<file path="config.mk">
export PLATFORM = sky130hd
export DESIGN_NAME = nonpreemptive_priority_scheduler_top
export DESIGN_NICKNAME = d
export VERILOG_FILES = /design/src/hdl/nps_pkg.sv /design/src/hdl/nonpreemptive_priority_scheduler_top.sv
export SDC_FILE = /design/constraint.sdc
export NUM_CORES = 1
export LEC_CHECK = 0
export BUFFER_PORTS_ARGS = -buffer_cell sky130_fd_sc_hd__buf_2
export CAP_MARGIN = 20
export CORE_ASPECT_RATIO = 0.75
export CORE_MARGIN = 2
export CORE_UTILIZATION = 25
export CTS_BUF_LIST = sky130_fd_sc_hd__clkbuf_4 sky130_fd_sc_hd__clkbuf_8
export CTS_CLUSTER_SIZE = 40
export DETAILED_ROUTE_END_ITERATION = 8
export SYNTH_ARGS = -nofsm -noshare
export SYNTH_HDL_FRONTEND = slang
export SYNTH_SLANG_ARGS = --single-unit
</file>
<file path="constraint.sdc">
create_clock -name clock -period 6.5 [get_ports clock]
set_input_delay 1.3 -clock clock [delete_from_list [all_inputs] [get_ports clock]]
set_output_delay 1.3 -clock clock [all_outputs]
set_load 0.01 [all_outputs]
</file>
<file path="src/hdl/nps_pkg.sv">
`timescale 1ns / 1ps

package nps_pkg;

   localparam int MAX_JOBS  = 16;
   localparam int IDX_W     = $clog2(MAX_JOBS);
   localparam int CNT_W     = $clog2(MAX_JOBS + 1);
   localparam int ARR_W     = 16;
   localparam int BURST_W   = 16;
   localparam int PRIO_W    = 8;
   localparam int TIME_W    = 21;
   localparam int JOB_NUM_W = 5;
   localparam int STEP_W    = 3;

   localparam logic [TIME_W-1:0] TIME_MAX = '1;

   localparam logic CMD_LOAD = 1'b0;
   localparam logic CMD_RUN  = 1'b1;

   typedef struct packed {
      logic               cmd;
      logic [ARR_W-1:0]   arrival;
      logic [BURST_W-1:0] burst;
      logic [PRIO_W-1:0]  priority_req;
   } req_type;

   typedef struct packed {
      logic [JOB_NUM_W-1:0] job_number;
      logic [TIME_W-1:0]    completion;
      logic [TIME_W-1:0]    turnaround;
      logic [TIME_W-1:0]    waiting;
      logic                 overflow;
      logic                 last;
   } rsp_type;

   typedef enum logic [2:0] {
      OP_WAIT,
      OP_INIT,
      OP_SCAN_ARR,
      OP_SETTLE,
      OP_SCAN_PICK,
      OP_EXEC,
      OP_EMIT,
      OP_FINISH
   } op_type;

   typedef enum logic [2:0] {
      CND_REQ,
      CND_NEXT,
      CND_LOOP,
      CND_EMIT,
      CND_JUMP
   } cond_type;

   typedef struct packed {
      op_type             op;
      cond_type           cond;
      logic [STEP_W-1:0]  target;
   } ucode_type;

   localparam logic [STEP_W-1:0] STEP_WAIT      = 3'd0;
   localparam logic [STEP_W-1:0] STEP_INIT      = 3'd1;
   localparam logic [STEP_W-1:0] STEP_SCAN_ARR  = 3'd2;
   localparam logic [STEP_W-1:0] STEP_SETTLE    = 3'd3;
   localparam logic [STEP_W-1:0] STEP_SCAN_PICK = 3'd4;
   localparam logic [STEP_W-1:0] STEP_EXEC      = 3'd5;
   localparam logic [STEP_W-1:0] STEP_EMIT      = 3'd6;
   localparam logic [STEP_W-1:0] STEP_FINISH    = 3'd7;

   function automatic ucode_type ucode_word(input logic [STEP_W-1:0] step);
      ucode_type w;
      case (step)
         STEP_WAIT:      w = '{op: OP_WAIT,      cond: CND_REQ,  target: STEP_INIT};
         STEP_INIT:      w = '{op: OP_INIT,      cond: CND_NEXT, target: STEP_WAIT};
         STEP_SCAN_ARR:  w = '{op: OP_SCAN_ARR,  cond: CND_LOOP, target: STEP_WAIT};
         STEP_SETTLE:    w = '{op: OP_SETTLE,    cond: CND_NEXT, target: STEP_WAIT};
         STEP_SCAN_PICK: w = '{op: OP_SCAN_PICK, cond: CND_LOOP, target: STEP_WAIT};
         STEP_EXEC:      w = '{op: OP_EXEC,      cond: CND_NEXT, target: STEP_WAIT};
         STEP_EMIT:      w = '{op: OP_EMIT,      cond: CND_EMIT, target: STEP_SCAN_ARR};
         STEP_FINISH:    w = '{op: OP_FINISH,    cond: CND_JUMP, target: STEP_WAIT};
         default:        w = '{op: OP_FINISH,    cond: CND_JUMP, target: STEP_WAIT};
      endcase
      return w;
   endfunction

endpackage

</file>
<file path="src/hdl/nonpreemptive_priority_scheduler_top.sv">
`timescale 1ns / 1ps

// Non-preemptive priority scheduler. A load item (cmd 0) stores one job and is
// answered in the next cycle by a single reply with last set, and overflow set
// when the table was full. A run item (cmd 1) schedules the n stored jobs and
// returns n results in execution order, the final one with last set; with an
// empty table a run returns nothing. A small microcode program steps through
// the job table, one entry per cycle over a single read port: each selection
// scans for the earliest arrival, settles the clock, scans again to pick the
// job, executes it and emits it, waiting at the emit step while the output is
// stalled. The table is emptied after each run; no item is taken while a run
// is busy.
module nonpreemptive_priority_scheduler_top
   import nps_pkg::*;
(
   input  logic    clock,
   input  logic    reset,
   input  logic    req_valid,
   output logic    req_ready,
   input  req_type req_data,
   output logic    rsp_valid,
   input  logic    rsp_ready,
   output rsp_type rsp_data
);

   logic [ARR_W-1:0]   arrival_ff [MAX_JOBS];
   logic [BURST_W-1:0] burst_ff   [MAX_JOBS];
   logic [PRIO_W-1:0]  prio_ff    [MAX_JOBS];

   logic [STEP_W-1:0]   step_ff, step_in;
   logic [CNT_W-1:0]    count_ff, count_in;
   logic [MAX_JOBS-1:0] done_ff, done_in;
   logic                rsp_valid_ff, rsp_valid_in;
   rsp_type             rsp_ff, rsp_in;

   logic [TIME_W-1:0]  now_ff, now_in;
   logic [IDX_W-1:0]   scan_ff, scan_in;
   logic [IDX_W-1:0]   emit_ff, emit_in;
   logic               any_ff, any_in;
   logic [ARR_W-1:0]   earliest_ff, earliest_in;
   logic               best_valid_ff, best_valid_in;
   logic [IDX_W-1:0]   best_ff, best_in;
   logic [ARR_W-1:0]   best_arr_ff, best_arr_in;
   logic [BURST_W-1:0] best_burst_ff, best_burst_in;
   logic [PRIO_W-1:0]  best_prio_ff, best_prio_in;
   logic [TIME_W-1:0]  tat_ff, tat_in;

   ucode_type          uword;
   logic               out_free;
   logic               req_fire;
   logic               full;
   logic               load_we;
   logic               scan_last;
   logic               more;
   logic [ARR_W-1:0]   cur_arr;
   logic [BURST_W-1:0] cur_burst;
   logic [PRIO_W-1:0]  cur_prio;
   logic               cur_arrived;
   logic               cur_prefer;
   logic [TIME_W:0]    sum;
   logic [TIME_W-1:0]  comp;
   logic [TIME_W-1:0]  burst_ext;

   assign uword     = ucode_word(step_ff);
   assign out_free  = !rsp_valid_ff || rsp_ready;
   assign req_ready = (uword.op == OP_WAIT) && out_free;
   assign req_fire  = req_valid && req_ready;
   assign full      = (count_ff == CNT_W'(MAX_JOBS));
   assign load_we   = req_fire && (req_data.cmd == CMD_LOAD) && !full;
   assign scan_last = ((CNT_W'(scan_ff) + 1'b1) == count_ff);
   assign more      = ((CNT_W'(emit_ff) + 1'b1) != count_ff);

   assign cur_arr     = arrival_ff[scan_ff];
   assign cur_burst   = burst_ff[scan_ff];
   assign cur_prio    = prio_ff[scan_ff];
   assign cur_arrived = (TIME_W'(cur_arr) <= now_ff);
   assign cur_prefer  = !best_valid_ff || (cur_prio < best_prio_ff)
                        || ((cur_prio == best_prio_ff) && (cur_arr < best_arr_ff));

   assign sum       = {1'b0, now_ff} + (TIME_W + 1)'(best_burst_ff);
   assign comp      = sum[TIME_W] ? TIME_MAX : sum[TIME_W-1:0];
   assign burst_ext = TIME_W'(best_burst_ff);

   always_comb begin
      step_in       = step_ff;
      count_in      = count_ff;
      done_in       = done_ff;
      rsp_valid_in  = rsp_valid_ff && !rsp_ready;
      rsp_in        = rsp_ff;
      now_in        = now_ff;
      scan_in       = scan_ff;
      emit_in       = emit_ff;
      any_in        = any_ff;
      earliest_in   = earliest_ff;
      best_valid_in = best_valid_ff;
      best_in       = best_ff;
      best_arr_in   = best_arr_ff;
      best_burst_in = best_burst_ff;
      best_prio_in  = best_prio_ff;
      tat_in        = tat_ff;

      case (uword.op)
         OP_WAIT: begin
            if (req_fire && req_data.cmd == CMD_LOAD) begin
               if (!full) begin
                  count_in = count_ff + 1'b1;
               end
               rsp_in       = '{job_number: '0, completion: '0, turnaround: '0,
                                waiting: '0, overflow: full, last: 1'b1};
               rsp_valid_in = 1'b1;
            end
         end
         OP_INIT: begin
            now_in      = '0;
            emit_in     = '0;
            scan_in     = '0;
            any_in      = 1'b0;
            earliest_in = '1;
         end
         OP_SCAN_ARR: begin
            if (!done_ff[scan_ff]) begin
               if (cur_arrived) begin
                  any_in = 1'b1;
               end else if (cur_arr < earliest_ff) begin
                  earliest_in = cur_arr;
               end
            end
            scan_in = scan_last ? '0 : scan_ff + 1'b1;
         end
         OP_SETTLE: begin
            if (!any_ff) begin
               now_in = TIME_W'(earliest_ff);
            end
            best_valid_in = 1'b0;
         end
         OP_SCAN_PICK: begin
            if (!done_ff[scan_ff] && cur_arrived && cur_prefer) begin
               best_valid_in = 1'b1;
               best_in       = scan_ff;
               best_arr_in   = cur_arr;
               best_burst_in = cur_burst;
               best_prio_in  = cur_prio;
            end
            scan_in = scan_last ? '0 : scan_ff + 1'b1;
         end
         OP_EXEC: begin
            now_in           = comp;
            done_in[best_ff] = 1'b1;
            tat_in           = comp - TIME_W'(best_arr_ff);
         end
         OP_EMIT: begin
            if (out_free) begin
               rsp_in.job_number = JOB_NUM_W'({1'b0, best_ff} + 1'b1);
               rsp_in.completion = now_ff;
               rsp_in.turnaround = tat_ff;
               rsp_in.waiting    = (tat_ff >= burst_ext) ? tat_ff - burst_ext : '0;
               rsp_in.overflow   = 1'b0;
               rsp_in.last       = !more;
               rsp_valid_in      = 1'b1;
               emit_in           = emit_ff + 1'b1;
               any_in            = 1'b0;
               earliest_in       = '1;
            end
         end
         OP_FINISH: begin
            count_in = '0;
            done_in  = '0;
         end
         default: begin
         end
      endcase

      case (uword.cond)
         CND_REQ: begin
            if (req_fire && req_data.cmd == CMD_RUN && count_ff != '0) begin
               step_in = uword.target;
            end
         end
         CND_NEXT: step_in = step_ff + 1'b1;
         CND_LOOP: begin
            if (scan_last) begin
               step_in = step_ff + 1'b1;
            end
         end
         CND_EMIT: begin
            if (out_free) begin
               step_in = more ? uword.target : step_ff + 1'b1;
            end
         end
         CND_JUMP: step_in = uword.target;
         default:  step_in = STEP_WAIT;
      endcase
   end

   always_ff @(posedge clock) begin
      if (reset) begin
         step_ff      <= STEP_WAIT;
         count_ff     <= '0;
         done_ff      <= '0;
         rsp_valid_ff <= 1'b0;
      end else begin
         step_ff      <= step_in;
         count_ff     <= count_in;
         done_ff      <= done_in;
         rsp_valid_ff <= rsp_valid_in;
      end
   end

   always_ff @(posedge clock) begin
      rsp_ff        <= rsp_in;
      now_ff        <= now_in;
      scan_ff       <= scan_in;
      emit_ff       <= emit_in;
      any_ff        <= any_in;
      earliest_ff   <= earliest_in;
      best_valid_ff <= best_valid_in;
      best_ff       <= best_in;
      best_arr_ff   <= best_arr_in;
      best_burst_ff <= best_burst_in;
      best_prio_ff  <= best_prio_in;
      tat_ff        <= tat_in;
   end

   always_ff @(posedge clock) begin
      if (load_we) begin
         arrival_ff[count_ff[IDX_W-1:0]] <= req_data.arrival;
         burst_ff[count_ff[IDX_W-1:0]]   <= req_data.burst;
         prio_ff[count_ff[IDX_W-1:0]]    <= req_data.priority_req;
      end
   end

   assign rsp_valid = rsp_valid_ff;
   assign rsp_data  = rsp_ff;

`ifndef ASSERT_OFF
   a_done_clear_idle: assert property (@(posedge clock) disable iff (reset)
      step_ff == STEP_WAIT |-> done_ff == '0)
      else $error("done flags set while idle");

   a_count_bound: assert property (@(posedge clock) disable iff (reset)
      count_ff <= CNT_W'(MAX_JOBS))
      else $error("job count beyond table size");

   a_exec_has_pick: assert property (@(posedge clock) disable iff (reset)
      step_ff == STEP_EXEC |-> best_valid_ff)
      else $error("execute step without a selected job");

   a_last_result: assert property (@(posedge clock) disable iff (reset)
      step_ff == STEP_EMIT && out_free && !more |=> rsp_valid_ff && rsp_ff.last)
      else $error("final result of a run not flagged last");
`endif

endmodule

</file>
==> flow_results.org, run 1 <==
** Route
- First-pass iteration count of the detailed router :: 5
- In this run the remaining antenna-violating nets after routing total 0.
- Summed over all layers, the routed wires come to 93600 µm.
- Via count :: 19.7k
- Post-detailed-route DRC marker count :: 0
- After detailed routing, the number of vias per cell comes to 4.58.
- The detailed router finished its first iteration with 2258 violations.
- Per-cell routed wire length :: between 20 and 25 µm

** Timing
- Clock skew on the completed layout was measured at 0.0641 ns.
- Achievable frequency :: 202 MHz
- Max-slew violations :: 0
- The worst pin sits at a relative slew slack of 28.5%.
- The final count of hold timing violations was 0.
- Total setup violations reported at the end of the flow :: 0
- Actual slew at the worst max-slew pin :: 1.07 ns
- In the finished design, the share of the clock period the worst path needs comes to 76.0%.
- Unrepaired setup endpoints after global routing :: no
- Minimum period implied by the final worst setup slack :: 4.94 ns
- Summed over all failing endpoints, the final setup total negative slack is 0 ns.

** Placed design
- Weighted congestion at the end of routability-driven global placement :: 0.859
- Buffers placed on the I/O ports in this run total 116.
- Counting tap cells, the placed design contains a total of 4069 instances.
- Detailed placement finished with a half-perimeter wire length of ~61000 µm.

** Power and ir drop
- The completed layout was analyzed and its total power is 16.2 mW.
- The internal power of the cells totals 11.0 mW.
- Largest vdd supply drop :: 179 µV
- Of the total power, the share spent switching nets is 32.3%.
- For this design the ratio of total power to cell area is 384 mW/mm².
- Switching power :: 5.23 mW
- Of the total power, the clock network draws 26.9%.
- Relative contribution of combinational cells to total power :: 30.6%
- For this design the static power due to leakage is 14.2 nW.
- Registers are responsible for 42.5% of the overall power.

** Logic synthesis
- Among all flip-flop cells after synthesis, the most frequent one is sky130_fd_sc_hd__edfxtp_1.
- Synthesis produced a netlist with a net count of 2235.
- Average cell area after synthesis :: ~18 µm²
- Synthesis instantiated 71 different standard cells from the library.
- After technology mapping, the gate count stands at 2073.
- Of the synthesized area, sequential elements account for 69.8%.
- Asr flop ratio synth :: 0%
- Netlist area before placement :: 0.0364 mm²
- Number of synthesis warnings :: 0
- Number of enable flip-flop cells after synthesis :: 822
- Seq cells post-synth :: 859

** Global route
- Number of global-route vias before repair :: around 19k
- For this run the aggregate overflow at the end of global routing stands at 0.
- Entering global routing, the biggest net connects about 70 pins.
- The number of antenna violations at the first check in global routing is 25.
- Across every metal layer, demand over resource in global routing totals 12.4%.
- Global-route wire length before repair :: about 130000 µm

** Setup path
- Nature of the critical path startpoint :: register
- The worst setup path is captured at a register.
- For the worst setup path, the data required time is ~6.9 ns.
- Type of the worst setup path :: register to register
- In this run the worst path has a maximum fanout of 28.
- STA puts the critical path data arrival time at 5.38 ns.
- Max stage delay cell, worst path :: sky130_fd_sc_hd__dfxtp_4
- CP max stage delay :: 0.74 ns
- Ordered cell list for the critical path :: buf_4 -> mux4_2 -> mux4_2 -> ha_1 -> a21o_1 -> a21o_1 -> a21oi_1 -> nor2_1 -> a2111oi_0 -> nor2_1 -> a2111oi_2 -> o21a_1

** Floorplan
- For this configuration, the core starts out at a cell density of about a quarter.
- I/O pin cnt :: 117
- In this run the vertical extent of the chip is 335 µm.
- Die area :: 0.149 mm²
- Site row count :: 121
- The floorplan step set the die width to 445 µm.
- Core Area :: 0.145 mm²

** Layout
- Non-filler cells, final :: 4299
- At the end of the flow, the number of nets in the layout was 2448.
- The filler cells instantiated in the layout total 14.2k.
- Compared with the post-synthesis result, the final layout area differs by 15.8%.
- Share of cells above drive strength 1 :: approximately a quarter

** Clock network
- TritonCTS built the clock tree.
- Clock-pin slew was measured on the worst setup and hold paths at 0.07 ns.
- The clock tree synthesis step divided the H-tree into 3 levels.
- Resized Gates After CTS :: 0
- Clock sink count :: 859
- Number of buffers added to fix hold violations after cts :: 0
- Counting along the longest clock path gives a buffer depth of 3.
- The number of clock buffers added by TritonCTS is 120.
- For the worst-skew pair, the clock arrives at the later sink with an insertion delay of 0.86 ns.
- The root buffer cell chosen for the clock tree is sky130_fd_sc_hd__clkbuf_8.
- Once the clock tree was built, the setup fixing pass inserted 0 buffers.

** Run status
- Status :: finished clean

** Job
- Max capacitance violation total :: 0

** Worst hold path
- The min-delay analysis places its worst path in the category register to register.
[power groups by stage]
stage / Clock (mW) / Combinational (mW) / Sequential (mW)
finish: 4.36 / 4.95 / 6.89
global route: 4.72 / 5.38 / 6.94
CTS: 4.47 / 4.97 / 6.91
detailed placement: 0 / 4.96 / 7.02
global placement: 0 / 4.92 / 7.02
floorplan: 0 / 3.52 / 6.78
[layout make-up]
| class | instances | area [µm²] | area share [%] |
|---|---|---|---|
| Timing Repair Buffer | 166 | 1040 | 2.46 |
| Tap cell | 1906 | 2380 | 5.65 |
| Clock inverter | 43 | 347 | 0.822 |
| Antenna cell | 7 | 17.5 | 0.0415 |
| Sequential cell | 859 | 25400 | 60.3 |
| Inverter | 108 | 405 | 0.961 |
| Clock buffer | 179 | 2130 | 5.04 |
| Multi-Input combinational cell | 1031 | 10400 | 24.7 |
[worst max-delay path: cells and delay by family (launching register included)]
kind	cells	cell delay, ns
muxes	2	1.12
buffers and inverters	1	0.39
DFF	1	0.74
adders and majority gates	1	0.23
and+or+nand+nor	2	0.16
AOI/OAI and AO/OA	6	1.85
[state kept, by name, summed over array words and instances, names as in the netlist, 16 cells and up, named ones only]
| register | flops |
|---|---|
| burst_ff | 256 |
| tat_ff | 21 |
| rsp_data | 70 |
| done_ff | 16 |
| arrival_ff | 256 |
| best_arr_ff | 16 |
| now_ff | 21 |
| best_burst_ff | 16 |
| prio_ff | 128 |
| earliest_ff | 16 |
[layer usage]
metal	wire length [µm]	GRT usage, %	vias up
li1	-	-	8714
met5	80	0	-
met2	40300	17.9	686
met4	1540	2.57	14
met3	7880	3.82	147
met1	43900	18.1	10100
[Yosys cell counts (all sizes together), types with 11 or more instances]
master  count  area share [%]
edfxtp    822              68
a22oi      11            0.23
nand4      11            0.19
o21ai      56            0.77
o211ai     15            0.31
nand2b     37            0.64
a21o       33            0.68
xnor2      26            0.62
a21oi      55            0.76
nand2      79            0.81
nand3      22            0.30
nor3       24            0.33
ha        114             3.9
nor2b      14            0.24
clkbuf     49            0.50
nor2      120             1.2
a22o       12            0.29
mux4      204              13
dfxtp      37             2.0
xor2       24            0.58
and3       40            0.69
o21a       18            0.37
buf        26            0.34
inv       107             1.1
[final timing paths]
check                                 from               to  slack [ns]  depth (start not counted)
worst max register to register    register  earliest_ff[11]        1.56                         12
worst max-delay path              register  earliest_ff[11]        1.56                         12
worst min-delay path            done_ff[2]       done_ff[2]        0.48                          2
worst min register to register  done_ff[2]       done_ff[2]        0.48                          2
[cell usage in the layout, fill, tap and decap left out, drive strengths merged, types with 9 or more instances in the layout]
cell | netlist | final
or3 | 10 | 10
nor2b | 14 | 14
clkbuf | 49 | 179
dfxtp | 37 | 37
clkinv | 1 | 37
o21ai | 56 | 56
nor2 | 120 | 120
inv | 107 | 109
and3 | 40 | 40
edfxtp | 822 | 822
a22o | 12 | 12
nand2b | 37 | 37
nor3 | 24 | 24
mux4 | 204 | 204
a21o | 33 | 33
nor3b | 9 | 9
a21oi | 55 | 55
a2111oi | 9 | 9
nand3 | 22 | 22
buf | 26 | 166
o21a | 18 | 18
a22oi | 11 | 11
o211ai | 15 | 15
ha | 114 | 114
nand2 | 79 | 79
nand4 | 11 | 11
xor2 | 24 | 24
xnor2 | 26 | 26
[logic make-up after synthesis]
| logic type | Yosys count | share of synthesized area (%) |
|---|---|---|
| AO/OA/AOI/OAI | 260 | 4.82 |
| XOR/XNOR | 50 | 1.20 |
| adder cells (fa/ha/maj) | 117 | 4.08 |
| buffers and inverters | 183 | 1.96 |
| flip-flops | 859 | 69.8 |
| multiplexers | 212 | 12.8 |
| AND/OR/NAND/NOR | 392 | 5.33 |
[per-stage QoR]
step	setup slack, ns	hold WS, ns	util [%]	area, µm²
2_1_floorplan	0.0780	0.431	-	36400
3_3_place_gp	1.57	0.450	27.3	39600
3_5_place_dp	1.56	0.453	27.4	39700
4_1_cts	1.50	0.469	29.1	42100
5_1_grt	1.21	0.483	29.1	42200
6_report	1.56	0.476	29.1	42200
(Power assumes the default switching activity.)
==> inputs of run 2 (changes only) <==
==> constraint.sdc (replaced) <==
create_clock -name clock -period 4.9 [get_ports clock]
set_input_delay 0.98 -clock clock [delete_from_list [all_inputs] [get_ports clock]]
set_output_delay 0.98 -clock clock [all_outputs]
set_load 0.01 [all_outputs]
==> flow_results.org, run 2 (synthesis gave the netlist of run 1 again) <==
** Global route
- The via count of the first global-routing pass is 19.4k (+1.3%).
- The global-route wire length before repair is 136000 µm (+0.72%).
- The global route total overflow was 0 (unchanged).
- The total track usage was 12.4% (about the same).
- Antenna violations before repair :: 24 (-4.0%)
- Largest net degree at the start of global routing :: 67 (-5.6%)

** Route
- Via count :: 19.9k (+1.2%)
- The average wire per cell in the routed design was 21.7 µm (-0.31%).
- Post-detailed-route DRC marker count :: 0 (unchanged)
- Iteration-0 DRC count of the detailed router :: 2067 (-8.5%)
- Post-DR vias/cell :: 4.62 (+1.0%)
- First-pass iteration count of the detailed router :: 5 (unchanged)
- Count of antenna-violating nets left after detailed routing :: 0 (unchanged)
- The final wirelength was 93600 µm (about the same).

** Layout
- The post-route cell area was 0.0423 mm² (+0.33%).
- Final core utilization :: 29.2% (+0.098 points)
- Most common cell after layout, fill and taps aside :: sky130_fd_sc_hd__edfxtp_1
- The fraction of final layout cells with drive strength greater than 1 is 25.3% (-0.12 points).
- In the layout the commonest cells are sky130_fd_sc_hd__edfxtp_1 (822), sky130_fd_sc_hd__mux4_2 (204), sky130_fd_sc_hd__clkbuf_8 (126).
- The post-layout net count was 2458 (+0.41%).
- From synthesis to final layout, the design area changed by 16.1%.

** Timing
- The worst clock skew was 0.0578 ns (-0.00632 ns).
- The aggregate negative setup slack is 0 ns (unchanged).
- Share of the cycle needed by the critical path after routing :: 95.7% (+20 points)
- The count of pins over their slew limit came to 0 (unchanged).
- Relative slew slack :: 24.6% (-3.9 points)
- The achievable clock frequency is 213 MHz (+5.4%).
- Unrepaired setup endpoints after global routing :: no
- The final count of hold timing violations came to 0 (unchanged).
- Actual slew at the worst max-slew pin :: 1.12 ns (+0.0466 ns)
- The total of endpoints with negative setup slack in the final report is 0 (unchanged).
- Minimum period implied by the final worst setup slack :: 4.69 ns (-0.255 ns)

** Clock network
- The number of sinks driven by the clock tree came to 859 (unchanged).
- The number of buffers inserted by hold repair at cts came to 0 (unchanged).
- Total clock buffers created by CTS :: 120 (unchanged)
- CTS root buf :: sky130_fd_sc_hd__clkbuf_8
- Number of buffers inserted by post-CTS setup repair :: 0 (unchanged)
- TritonCTS built the clock tree.
- The H-tree depth was 3 (unchanged).
- The clock-pin transition on the worst setup and hold timing paths is 0.07 ns (about the same).
- Source-to-sink clock delay at the later pin of the worst-skew pair :: 0.82 ns (-0.04 ns)
- Maximum clock path buffer count :: 3 (unchanged)

** Power and ir drop
- The internal power consumption is 14.6 mW (+33%).
- Switching share of power :: 32.6% (+0.30 points)
- The portion of total power attributed to combinational logic was 31.4% (+0.8 points).
- The fraction of power consumed by sequential logic came to 41.9% (-0.6 points).
- Static Leakage :: 14.3 nW (+0.37%)
- Largest vdd supply drop :: 250 µV (+39%)
- Portion of total power attributed to the clock network :: 26.7% (-0.2 points)
- Switching power :: 7.06 mW (+35%)
- The power density normalized to cell area is 512 mW/mm² (+33%).

** Floorplan
- Site row count :: 121 (unchanged)
- I/O pin cnt :: 117 (unchanged)
- The total die area was 0.149 mm² (unchanged).
- Initial Utilization :: 25.2% (unchanged)
- The die extent in y is 335 µm (unchanged).
- The floorplan die width came to 445 µm (unchanged).
- The placeable core area is 0.145 mm² (unchanged).

** Setup path
- Nature of the critical path startpoint :: register
- Largest fanout of any net on the critical path :: 7 (-75%)
- STA classifies the critical path endpoint as a register.
- By startpoint and endpoint, the worst setup path is classified as register to register.
- The endpoint required time on the critical path was 5.44 ns (-1.49 ns).
- The register-to-register setup slack is 0.21 ns (-1.35 ns).
- Data arrival at the endpoint of the critical path :: 5.23 ns (-0.15 ns)

** Run status
- Status :: finished clean

** Worst hold path
- HP Class :: register to register

** Placed design
- The total half-perimeter wirelength after legalization and detailed placement came to 59900 µm (-1.9%).
- The placer's final routability congestion estimate is 0.850 (-1.1%).
- PortBufs :: 116 (unchanged)
- The area after detailed placement was 0.0398 mm² (+0.36%).

** Job
- Max capacitance violation total :: 0 (unchanged)
==> run 2: timing repair <==
action | in CTS | in global routing
setup endpoints to repair | 0 | 1
gates resized for setup | 0 | 1
hold endpoints to repair | 0 | 0
==> run 2: through the flow <==
stage          instances  power [mW]  hold WS [ns]  setup slack [ns]
3_3_place_gp        4079        16.0         0.447             0.353
3_5_place_dp        4079        16.1         0.460             0.313
4_1_cts             4302        21.9         0.409             0.282
5_1_grt             4306        22.7         0.478           0.00515
6_report            4309        21.7         0.479             0.212
2_1_floorplan       2073        13.7         0.431            0.0851
==> run 2: area by class of cell <==
type	instances	area, µm²
Antenna cell	6	15.0
Clock buffer	158	1970
Clock inverter	65	493
Fill cell	14200	103000
Inverter	108	405
Multi-Input combinational cell	1031	10400
Sequential cell	859	25400
Tap cell	1906	2380
Timing Repair Buffer	176	1190
==> run 2: critical path, cell delays in order, from the launching register on <==
cell                       delay (ns)
sky130_fd_sc_hd__edfxtp_1        0.45
sky130_fd_sc_hd__ha_1            0.32
sky130_fd_sc_hd__a211oi_1        0.30
sky130_fd_sc_hd__o211ai_1        0.23
sky130_fd_sc_hd__nand4_1         0.15
sky130_fd_sc_hd__o211ai_1        0.13
sky130_fd_sc_hd__o211ai_1        0.45
sky130_fd_sc_hd__buf_4           0.24
sky130_fd_sc_hd__nand2_1         0.09
sky130_fd_sc_hd__ha_1            0.35
sky130_fd_sc_hd__a21o_1          0.21
sky130_fd_sc_hd__a21oi_1         0.24
sky130_fd_sc_hd__o21ai_0         0.19
sky130_fd_sc_hd__o21bai_1        0.22
sky130_fd_sc_hd__o21ai_0         0.50
sky130_fd_sc_hd__nand4_1         0.19
sky130_fd_sc_hd__xor2_1          0.17
==> run 2: per-layer routing <==
metal / routed length, µm / track usage, % / vias up
li1: - / - / 8727
met3: 7390 / 2.57 / 144
met1: 44100 / 18.7 / 10300
met2: 40500 / 18.1 / 789
met4: 1500 / 2.75 / 8
met5: 45 / 0 / -
==> run 2: path summary, 6_finish.rpt <==
| path | cells past startpoint | start | endpoint |
|---|---|---|---|
| worst max-delay path | 16 | best_burst_ff[1] | tat_ff[20] |
| worst min-delay path | 2 | done_ff[1] | done_ff[1] |
| worst max register to register | 16 | best_burst_ff[1] | tat_ff[20] |
| worst min register to register | 2 | done_ff[1] | done_ff[1] |
==> run 2: power groups by stage <==
stage | Combinational [mW] | Clock, mW | Sequential (mW)
after floorplan | 4.67 | 0 | 8.99
after global placement | 6.78 | 0 | 9.24
after detailed placement | 6.80 | 0 | 9.25
after CTS | 6.82 | 5.94 | 9.09
after global routing | 7.38 | 6.24 | 9.13
final | 6.81 | 5.77 | 9.08
==> inputs of run 3 (changes only) <==
--- a/config.mk
+++ b/config.mk
@@ -9,10 +9,11 @@
 export CAP_MARGIN = 20
 export CORE_ASPECT_RATIO = 0.75
 export CORE_MARGIN = 2
-export CORE_UTILIZATION = 25
+export CORE_UTILIZATION = 60
 export CTS_BUF_LIST = sky130_fd_sc_hd__clkbuf_4 sky130_fd_sc_hd__clkbuf_8
 export CTS_CLUSTER_SIZE = 40
 export DETAILED_ROUTE_END_ITERATION = 8
+export PLACE_DENSITY = 0.77
 export SYNTH_ARGS = -nofsm -noshare
 export SYNTH_HDL_FRONTEND = slang
 export SYNTH_SLANG_ARGS = --single-unit
==> flow_results.org, run 3 (synthesis gave the netlist of run 1 again) <==
** Power and ir drop
- Total power per unit cell area :: 520 mW/mm² (+1.6%)
- The static leakage power is 14.3 nW (-0.13%).
- Largest vdd supply drop :: 339 µV (+36%)
- Total Power Consumption :: 21.3 mW (-1.9%)

** Global route
- The via count of the first global-routing pass was 19.8k (+1.9%).
- Global-route wire length before repair :: 123000 µm (-9.5%)
- Largest net degree at the start of global routing :: 71 (+6.0%)
- Global Route Usage Sum :: 26.9% (+15 points)
- The global route total overflow came to 0 (unchanged).
- The number of antenna violations at the first check in global routing is 8 (-67%).

** Floorplan
- Site row count :: 78 (-36%)
- Vertical extent of the die :: 217 µm (-35%)
- The total die area was 0.0627 mm² (-58%).
- The placeable core area came to 0.0602 mm² (-58%).
- The floorplan die width is 289 µm (-35%).
- I/O pin cnt :: 117 (unchanged)
- The starting utilization of the core area is 60.5% (+35 points).

** Placed design
- Total half-perimeter wirelength after legalization and detailed placement :: 52000 µm (-13%)
- The count of input and output buffers is 116 (unchanged).
- Weighted congestion at the end of routability-driven global placement :: 0.951 (+12%)
- Placed Cells :: 2972 (-27%)
- Placed standard-cell area :: 0.0383 mm² (-3.7%)

** Timing
- Max-slew violations :: 0 (unchanged)
- Hold slack :: 0.471 ns (-0.00751 ns)
- Total negative setup slack :: 0 ns (unchanged)
- The transition at the pin with the smallest max-transition slack came to 0.988 ns (-0.131 ns).
- The part of the cycle the worst path needs was 92.6% (-3.0 points).
- The final count of hold timing violations was 0 (unchanged).
- Worst clock skew :: 0.0287 ns (-0.0291 ns)
- Relative slew slack :: 33.5% (+8.8 points)
- The achievable clock frequency is 220 MHz (+3.3%).
- Total setup violations reported at the end of the flow :: 0 (unchanged)
- Minimum period implied by the final worst setup slack :: 4.54 ns (-0.149 ns)
- Unrepaired setup endpoints after global routing :: no

** Clock network
- The H-tree depth is 4 (+1).
- Clock transition at the register clock pins on the worst setup and hold paths after CTS :: 0.06 ns (about the same)
- CTS root buf :: sky130_fd_sc_hd__clkbuf_8
- Total clock buffers created by CTS :: 131 (+9.2%)
- Number of buffers added to fix hold violations after cts :: 0 (unchanged)
- Source-to-sink clock delay at the later pin of the worst-skew pair :: 0.80 ns (-0.02 ns)
- TritonCTS built the clock tree.
- Maximum clock path buffer count :: 3 (unchanged)
- Clock sink count :: 859 (unchanged)

** Layout
- The post-route cell area came to 0.0408 mm² (-3.5%).
- The filler-free cell count of the finished design was 3202 (-26%).
- Compared with the post-synthesis result, the final layout area differs by 12.1%.
- Top library cells by usage in the layout, fill and taps aside :: sky130_fd_sc_hd__edfxtp_1 (822), sky130_fd_sc_hd__mux4_2 (204), sky130_fd_sc_hd__clkbuf_8 (134)
- Most common cell after layout, fill and taps aside :: sky130_fd_sc_hd__edfxtp_1
- The fraction of final layout cells with drive strength greater than 1 is 25.7% (+0.46 points).
- The post-layout net count is 2470 (+0.49%).

** Setup path
- The register-to-register setup slack was 0.36 ns (+0.15 ns).
- Crit path required time :: 5.38 ns (-0.06 ns)
- Largest fanout of any net on the critical path :: 25 (+18)
- Data arrival at the endpoint of the critical path :: 5.02 ns (-0.21 ns)
- Type of the worst setup path :: register to register
- STA classifies the critical path startpoint as a register.
- Worst Setup End Kind :: register

** Route
- The average wire per cell in the routed design came to 25.6 µm (+18%).
- Iteration-0 DRC count of the detailed router :: 2177 (+5.3%)
- The number of vias per cell after detailed routing came to 6.26 (+35%).
- Via count :: 20.1k (+0.66%)
- The final wirelength was 82000 µm (-12%).
- The number of routed nets with antenna violations is 0 (unchanged).
- Post-detailed-route DRC marker count :: 0 (unchanged)
- The number of optimization iterations in the first detailed-route pass was 6 (+1).

** Job
- Max capacitance violation total :: 0 (unchanged)

** Worst hold path
- In this run the most critical hold path is launched from done_ff[0].
- HP Class :: register to register

** Run status
- The flow ran to the end, and the final reports show no timing, DRC or antenna violations.
run 3: report_power, final:
group | internal, mW | switching, mW | total (mW)
Combinational | 3.02 | 3.57 | 6.60
Clock | 2.95 | 2.66 | 5.61
Sequential | 8.67 | 0.367 | 9.04
run 3: what timing repair did:
action | CTS | global route
buffers inserted | 0 | 2
pin swaps | 0 | 1
endpoints found under the setup margin | 31 | 33
gates resized for setup | 1 | 2
run 3: area by class of cell:
class | count | area, µm²
fill | 3843 | 19400
multi-input combinational | 1031 | 10400
timing repair buffer | 177 | 1120
tap | 800 | 1000
clock buffer | 181 | 2200
clock inverter | 45 | 260
sequential | 859 | 25400
inverter | 108 | 405
antenna | 1 | 2.50
run 3: final timing paths:
path / endpoint / depth (start not counted)
max: earliest_ff[7] / 14
min: done_ff[0] / 2
max reg2reg: earliest_ff[7] / 14
min reg2reg: done_ff[0] / 2
run 3: critical path: stages, from the launching register on:
cell and delay (ns):
sky130_fd_sc_hd__dfxtp_4 0.50, sky130_fd_sc_hd__buf_12 0.28, sky130_fd_sc_hd__buf_4 0.20, sky130_fd_sc_hd__mux4_2 0.52
sky130_fd_sc_hd__mux4_2 0.56, sky130_fd_sc_hd__ha_1 0.33, sky130_fd_sc_hd__and4_1 0.20, sky130_fd_sc_hd__nand3_1 0.10
sky130_fd_sc_hd__nor2_1 0.07, sky130_fd_sc_hd__nand4_1 0.09, sky130_fd_sc_hd__o2111ai_1 0.10, sky130_fd_sc_hd__a31o_2 0.29
sky130_fd_sc_hd__a2111oi_2 0.33, sky130_fd_sc_hd__o21a_1 0.37, sky130_fd_sc_hd__buf_4 0.27
run 3: stage by stage:
| step | setup WS [ns] | util (%) |
|---|---|---|
| floorplan | 0.0851 | - |
| CTS | 0.148 | 67.8 |
| finish | 0.360 | 67.8 |
| detailed placement | -0.00621 | 63.7 |
| global placement | 0.228 | 63.7 |
| global route | 0.0777 | 67.8 |
run 3: metal layers:
metal | wire (µm) | global-route usage [%] | part of all wire, % | vias to the layer above
li1 | - | - | - | 8743
met1 | 34300 | 39.6 | 42 | 10200
met2 | 39400 | 41.6 | 48 | 963
met3 | 6860 | 5.20 | 8.4 | 115
met4 | 1410 | 7.91 | 1.7 | 6
met5 | 46 | 0 | 0.056 | -
